### src/hw/rtl/lflbp_pkg.sv
// ----------------------------------------------------------------------------
// lflbp_pkg: shared types and constants of the block pool allocator
// Sizes, register map, command and status codes, control/status structs.
// ----------------------------------------------------------------------------
package lflbp_pkg;

  // pool geometry
  localparam int BLOCKS = 1024;
  localparam int IDX_W  = $clog2(BLOCKS);
  localparam int CNT_W  = $clog2(BLOCKS + 1);
  // link memory entry: {linked, successor}
  localparam int ENTRY_W = CNT_W + 1;

  // field and register widths
  localparam int ADDR_W = 32;
  localparam int SIZE_W = 17;
  localparam int BCNT_W = 11;
  localparam int PREP_W = 11;
  localparam int APB_DW = 32;
  localparam int REG_IDX_W = 2;
  localparam int PADDR_W = REG_IDX_W + 2;
  localparam int STEP_W = $clog2(ADDR_W + 1);

  // register indexes
  localparam logic [REG_IDX_W-1:0] REG_BASE  = 2'd0;
  localparam logic [REG_IDX_W-1:0] REG_SIZE  = 2'd1;
  localparam logic [REG_IDX_W-1:0] REG_COUNT = 2'd2;
  localparam logic [REG_IDX_W-1:0] REG_PREP  = 2'd3;

  // register reset values
  localparam logic [ADDR_W-1:0] BASE_RST  = '0;
  localparam logic [SIZE_W-1:0] SIZE_RST  = 17'd64;
  localparam logic [BCNT_W-1:0] COUNT_RST = 11'd1024;
  localparam logic [PREP_W-1:0] PREP_RST  = 11'd1;

  // command and status codes
  localparam logic CMD_ALLOC  = 1'b0;
  localparam logic CMD_FREE   = 1'b1;
  localparam logic STATUS_OK  = 1'b0;
  localparam logic STATUS_OOM = 1'b1;

  // configuration write
  typedef struct packed {
    logic                 we;
    logic [REG_IDX_W-1:0] idx;
    logic [APB_DW-1:0]    data;
  } cfg_wr_t;

  // controller to datapath
  typedef struct packed {
    logic take_in;    // latch the input transaction
    logic clr_step;   // clear one link entry
    logic mul_go;     // register index times block size
    logic alloc_fin;  // pop head, load output register
    logic div_start;  // launch offset division
    logic free_wr;    // push freed block if in range
  } cmd_t;

  // datapath to controller
  typedef struct packed {
    logic             clr_last;
    logic             below_base;
    logic             div_busy;
    logic             div_done;
    logic             out_full;
    logic [CNT_W-1:0] head;
    logic [CNT_W-1:0] count;
  } stat_t;

  // block_count clamped to 1..BLOCKS
  function automatic logic [CNT_W-1:0] eff_count(input logic [BCNT_W-1:0] bc);
    logic [CNT_W-1:0] n;
    if (bc == '0) begin
      n = CNT_W'(1);
    end else if (32'(bc) > BLOCKS) begin
      n = CNT_W'(BLOCKS);
    end else begin
      n = CNT_W'(bc);
    end
    return n;
  endfunction

  // block_size of zero acts as one
  function automatic logic [SIZE_W-1:0] eff_size(input logic [SIZE_W-1:0] bs);
    return (bs == '0) ? SIZE_W'(1) : bs;
  endfunction

endpackage

### src/hw/rtl/lflbp_ctrl.sv
// ----------------------------------------------------------------------------
// lflbp_ctrl: allocator controller
// Sequences clearing pass, allocate and free transactions.
// ----------------------------------------------------------------------------
module lflbp_ctrl (
  input  logic              clk,
  input  logic              rst,
  input  logic              cfg_we,
  input  logic              in_valid,
  input  logic              in_cmd,
  output logic              in_ready,
  input  lflbp_pkg::stat_t  st,
  output lflbp_pkg::cmd_t   cmd
);

  localparam logic [2:0] S_CLEAR = 3'd0;
  localparam logic [2:0] S_IDLE  = 3'd1;
  localparam logic [2:0] S_A_MUL = 3'd2;
  localparam logic [2:0] S_A_FIN = 3'd3;
  localparam logic [2:0] S_F_CHK = 3'd4;
  localparam logic [2:0] S_F_DIV = 3'd5;
  localparam logic [2:0] S_F_WR  = 3'd6;

  logic [2:0] state;
  logic [2:0] state_next;

  assign in_ready = (state == S_IDLE) & ~cfg_we;

  // next state and commands
  always_comb begin
    state_next = state;
    cmd        = '0;
    unique case (state)
      S_CLEAR: begin
        cmd.clr_step = 1'b1;
        if (st.clr_last) begin
          state_next = S_IDLE;
        end
      end
      S_IDLE: begin
        if (in_valid && in_ready) begin
          cmd.take_in = 1'b1;
          state_next  = (in_cmd == lflbp_pkg::CMD_FREE) ? S_F_CHK : S_A_MUL;
        end
      end
      S_A_MUL: begin
        cmd.mul_go = 1'b1;
        state_next = S_A_FIN;
      end
      S_A_FIN: begin
        if (!st.out_full) begin
          cmd.alloc_fin = 1'b1;
          state_next    = S_IDLE;
        end
      end
      S_F_CHK: begin
        if (st.below_base) begin
          state_next = S_IDLE;
        end else begin
          cmd.div_start = 1'b1;
          state_next    = S_F_DIV;
        end
      end
      S_F_DIV: begin
        if (st.div_done) begin
          state_next = S_F_WR;
        end
      end
      S_F_WR: begin
        cmd.free_wr = 1'b1;
        state_next  = S_IDLE;
      end
      default: state_next = S_CLEAR;
    endcase
  end

  // state register; a config write re-forms the pool
  always_ff @(posedge clk) begin
    if (rst || cfg_we) begin
      state <= S_CLEAR;
    end else begin
      state <= state_next;
    end
  end

endmodule

### config.mk
export PLATFORM = sky130hd
export DESIGN_NAME = lflbp_ctrl
export DESIGN_NICKNAME = d
export VERILOG_FILES = /design/src/hw/rtl/lflbp_pkg.sv /design/src/hw/rtl/lflbp_ctrl.sv
export SDC_FILE = /design/constraint.sdc
export NUM_CORES = 1
export LEC_CHECK = 0
export ABC_AREA = 1
export ABC_CLOCK_PERIOD_IN_PS = 2540
export BUFFER_PORTS_ARGS = -buffer_cell sky130_fd_sc_hd__buf_2
export CORE_AREA = 8 8 45 47
export CTS_BUF_LIST = sky130_fd_sc_hd__clkbuf_2
export DETAILED_ROUTE_END_ITERATION = 10
export DIE_AREA = 0 0 53 55
export GPL_TIMING_DRIVEN = 0
export PLACE_DENSITY_LB_ADDON = 0.15
export SLEW_MARGIN = 20
export SYNTH_ARGS = -nofsm -noshare
export SYNTH_HDL_FRONTEND = slang
export SYNTH_SLANG_ARGS = --single-unit
### constraint.sdc
create_clock -name clk -period 2.54 [get_ports clk]
set_clock_uncertainty 0.15 [all_clocks]
set_input_delay 0.254 -clock clk [delete_from_list [all_inputs] [get_ports clk]]
set_output_delay 0.254 -clock clk [all_outputs]
set_load 0.01 [all_outputs]
==> metrics <==
switching share of power 33.3%; Root Driver clkbuf_2; Critical Path Fanout Max 5; GRT Total Usage under 10%; Clock transition at path regs roughly 0.05 ns; Sw Pwr approximately 54 uW; final antenna diode count 0; die footprint about 3000 um2; number of port buffers 15; clock power share 41.7%; Pint roughly 110 uW; worst path cell trace inv_2 > nor2_4 > nand2_1 > nor3_1 > buf_2; HP Class in2reg; Req. time, crit path 2.14 ns; GRT overflow 0; layout cells sized above 1 a little over two fifths; max FFs per register 3; # hold bufs at CTS 0; share of total power in sequential cells between 30% and 40%; Slew Limit Fails 0; setup TNS 0 ns; CTS tree built; Pwr Density 408 nW/um2; H-tree depth 1; Nets 101; via count 350; critical path class reg2out; Post-Syn Area per Cell 5.80 um2; Mapped Cells slightly below 50; biggest regs state x3; initial DRC count 11; period utilization between 60% and 70%; Place WS ~1.1 ns; worst-margin pin slew between 0.2 and 0.3 ns; fmax 615 MHz; starting density of the core between 20% and 30%; synth warn 0; Max Cap Viol 0; fin cells 84; Worst Setup End Kind output port; Arr. time, crit path between 1 and 1.5 ns; Fin. Hold Viols 0; RePlAce Congestion between 0.6 and 0.7; post-route ant nets 0; cts repair resizes 0; static leakage 0.247 nW; largest net degree at the start of global routing 11; Core ar. around 1400 um2; Yosys reg bits 3; # DRC 0; post-CTS setup buffer count 0; initial antenna violation count 0; Cell Rows 14; routed wire length approximately 820 um; most frequent cells in the layout 15 x buf_2, 10 x nand2_1, 7 x nor2_1, 7 x inv_1, 4 x clkbuf_2; fin worst setup slack 0.913 ns; syn_nets 81; slowest stage delay, CP around 0.43 ns; wire per inst slightly below 10 um; most common cell after layout, fill and taps aside buf_2; Distinct cells, synth 17; total CTS buffers 3; Die X-Extent between 50 and 60 um; sequential area share after synthesis a little over a fifth; CP max stage cell dfxtp_1; Area Growth Syn to Fin 40.5%; # IOs 39; status finished, final reports clean; Worst-Skew Late Latency 0.21 ns; # setup viols final 0; unrepaired setup endpoints after global routing no; Die Ht ~55 um; combinational group share of total power between 20% and 30%; fin crit period about 1.6 ns; placed cells 80; Max IR drop VDD 0.206 mV; first-pass GRT wire length between 1000 and 1500 um; register bank with the most flops state; post-synthesis instance area 284 um2; vias in the first global route 342; r2r setup slk between 1 and 1.5 ns; dpl hpwl roughly 670 um; CP Launch Type flop; max_slew headroom between 80% and 90%; Clock Sinks 3; 1st-pass router iterations 2; vias per cell between 4 and 5; clk buf depth 2
==> stage by stage <==
stage / hold slack, ns / util (%) / cell area, um2 / total power [mW]
after floorplan: 0.260 / - / 284 / 0.0807
after detailed placement: 0.368 / 27.4 / 379 / 0.0963
after global routing: 0.161 / 28.8 / 399 / 0.178
final: 0.142 / 28.8 / 399 / 0.163
after global placement: 0.365 / 27.4 / 379 / 0.0966
after CTS: 0.139 / 28.8 / 399 / 0.167
==> power groups by stage <==
| stage | clock network [mW] | logic (mW) | registers (mW) |
|---|---|---|---|
| after floorplan | 0 | 0.0272 | 0.0535 |
| after CTS | 0.0713 | 0.0425 | 0.0532 |
| after global routing | 0.0770 | 0.0471 | 0.0537 |
| final | 0.0679 | 0.0417 | 0.0533 |
| after global placement | 0 | 0.0424 | 0.0541 |
| after detailed placement | 0 | 0.0423 | 0.0540 |
==> cells in the mapped netlist <==
| cell type | instances | area share [%] |
|---|---|---|
| a21oi_1 | 3 | 5.3 |
| dfxtp_1 | 3 | 21 |
| inv_1 | 7 | 9.3 |
| inv_2 | 3 | 4.0 |
| nand2_1 | 10 | 13 |
| nand2_2 | 1 | 2.2 |
| nand3_1 | 3 | 5.3 |
| nand3b_2 | 1 | 4.0 |
| nand4_1 | 1 | 2.2 |
| nor2_1 | 7 | 9.3 |
| nor2_2 | 3 | 6.6 |
| nor2_4 | 1 | 4.0 |
| nor3_1 | 2 | 3.5 |
| nor3_2 | 1 | 3.5 |
| nor4_1 | 1 | 2.2 |
| o211ai_1 | 1 | 2.6 |
| o21ai_0 | 1 | 1.8 |
==> layout make-up <==
cell class	count	area (um2)
fill	168	985
multi-input combinational	36	186
timing repair buffer	15	75.1
sequential	3	60.1
inverter	10	37.5
clock buffer	4	20.0
tap	16	20.0
==> per-layer routing <==
| metal | GRT usage, % | wire (um) | share of wire, % |
|---|---|---|---|
| met3 | 3.21 | 79 | 9.7 |
| met2 | 10.7 | 432 | 53 |
| met1 | 5.45 | 303 | 37 |
| met4 | 2.59 | 0 | 0 |
| met5 | 0 | 0 | 0 |
==> kinds of logic (layout without fill, tap and decap cells) <==
family,Yosys count,in the layout,share of synthesized area (%)
flip-flops,3,3,21.1
AND/OR/NAND/NOR,31,31,56.0
AO/OA/AOI/OAI,5,5,9.69
buffers and inverters,10,29,13.2
==> worst paths after layout <==
check / cells past startpoint / start / endpoint
worst max-delay path: 5 / state[0] / cmd[5]
worst max register to register: 7 / state[0] / state[1]
worst min register to register: 2 / state[1] / state[1]
worst min-delay path: 4 / rst / state[2]
==> critical path: cells and delay by family, from the launching register on <==
family	cells	cell delay, ns
buf+inv	2	0.24
simple gates	3	0.35
flops	1	0.43
(Power assumes the default switching activity.)
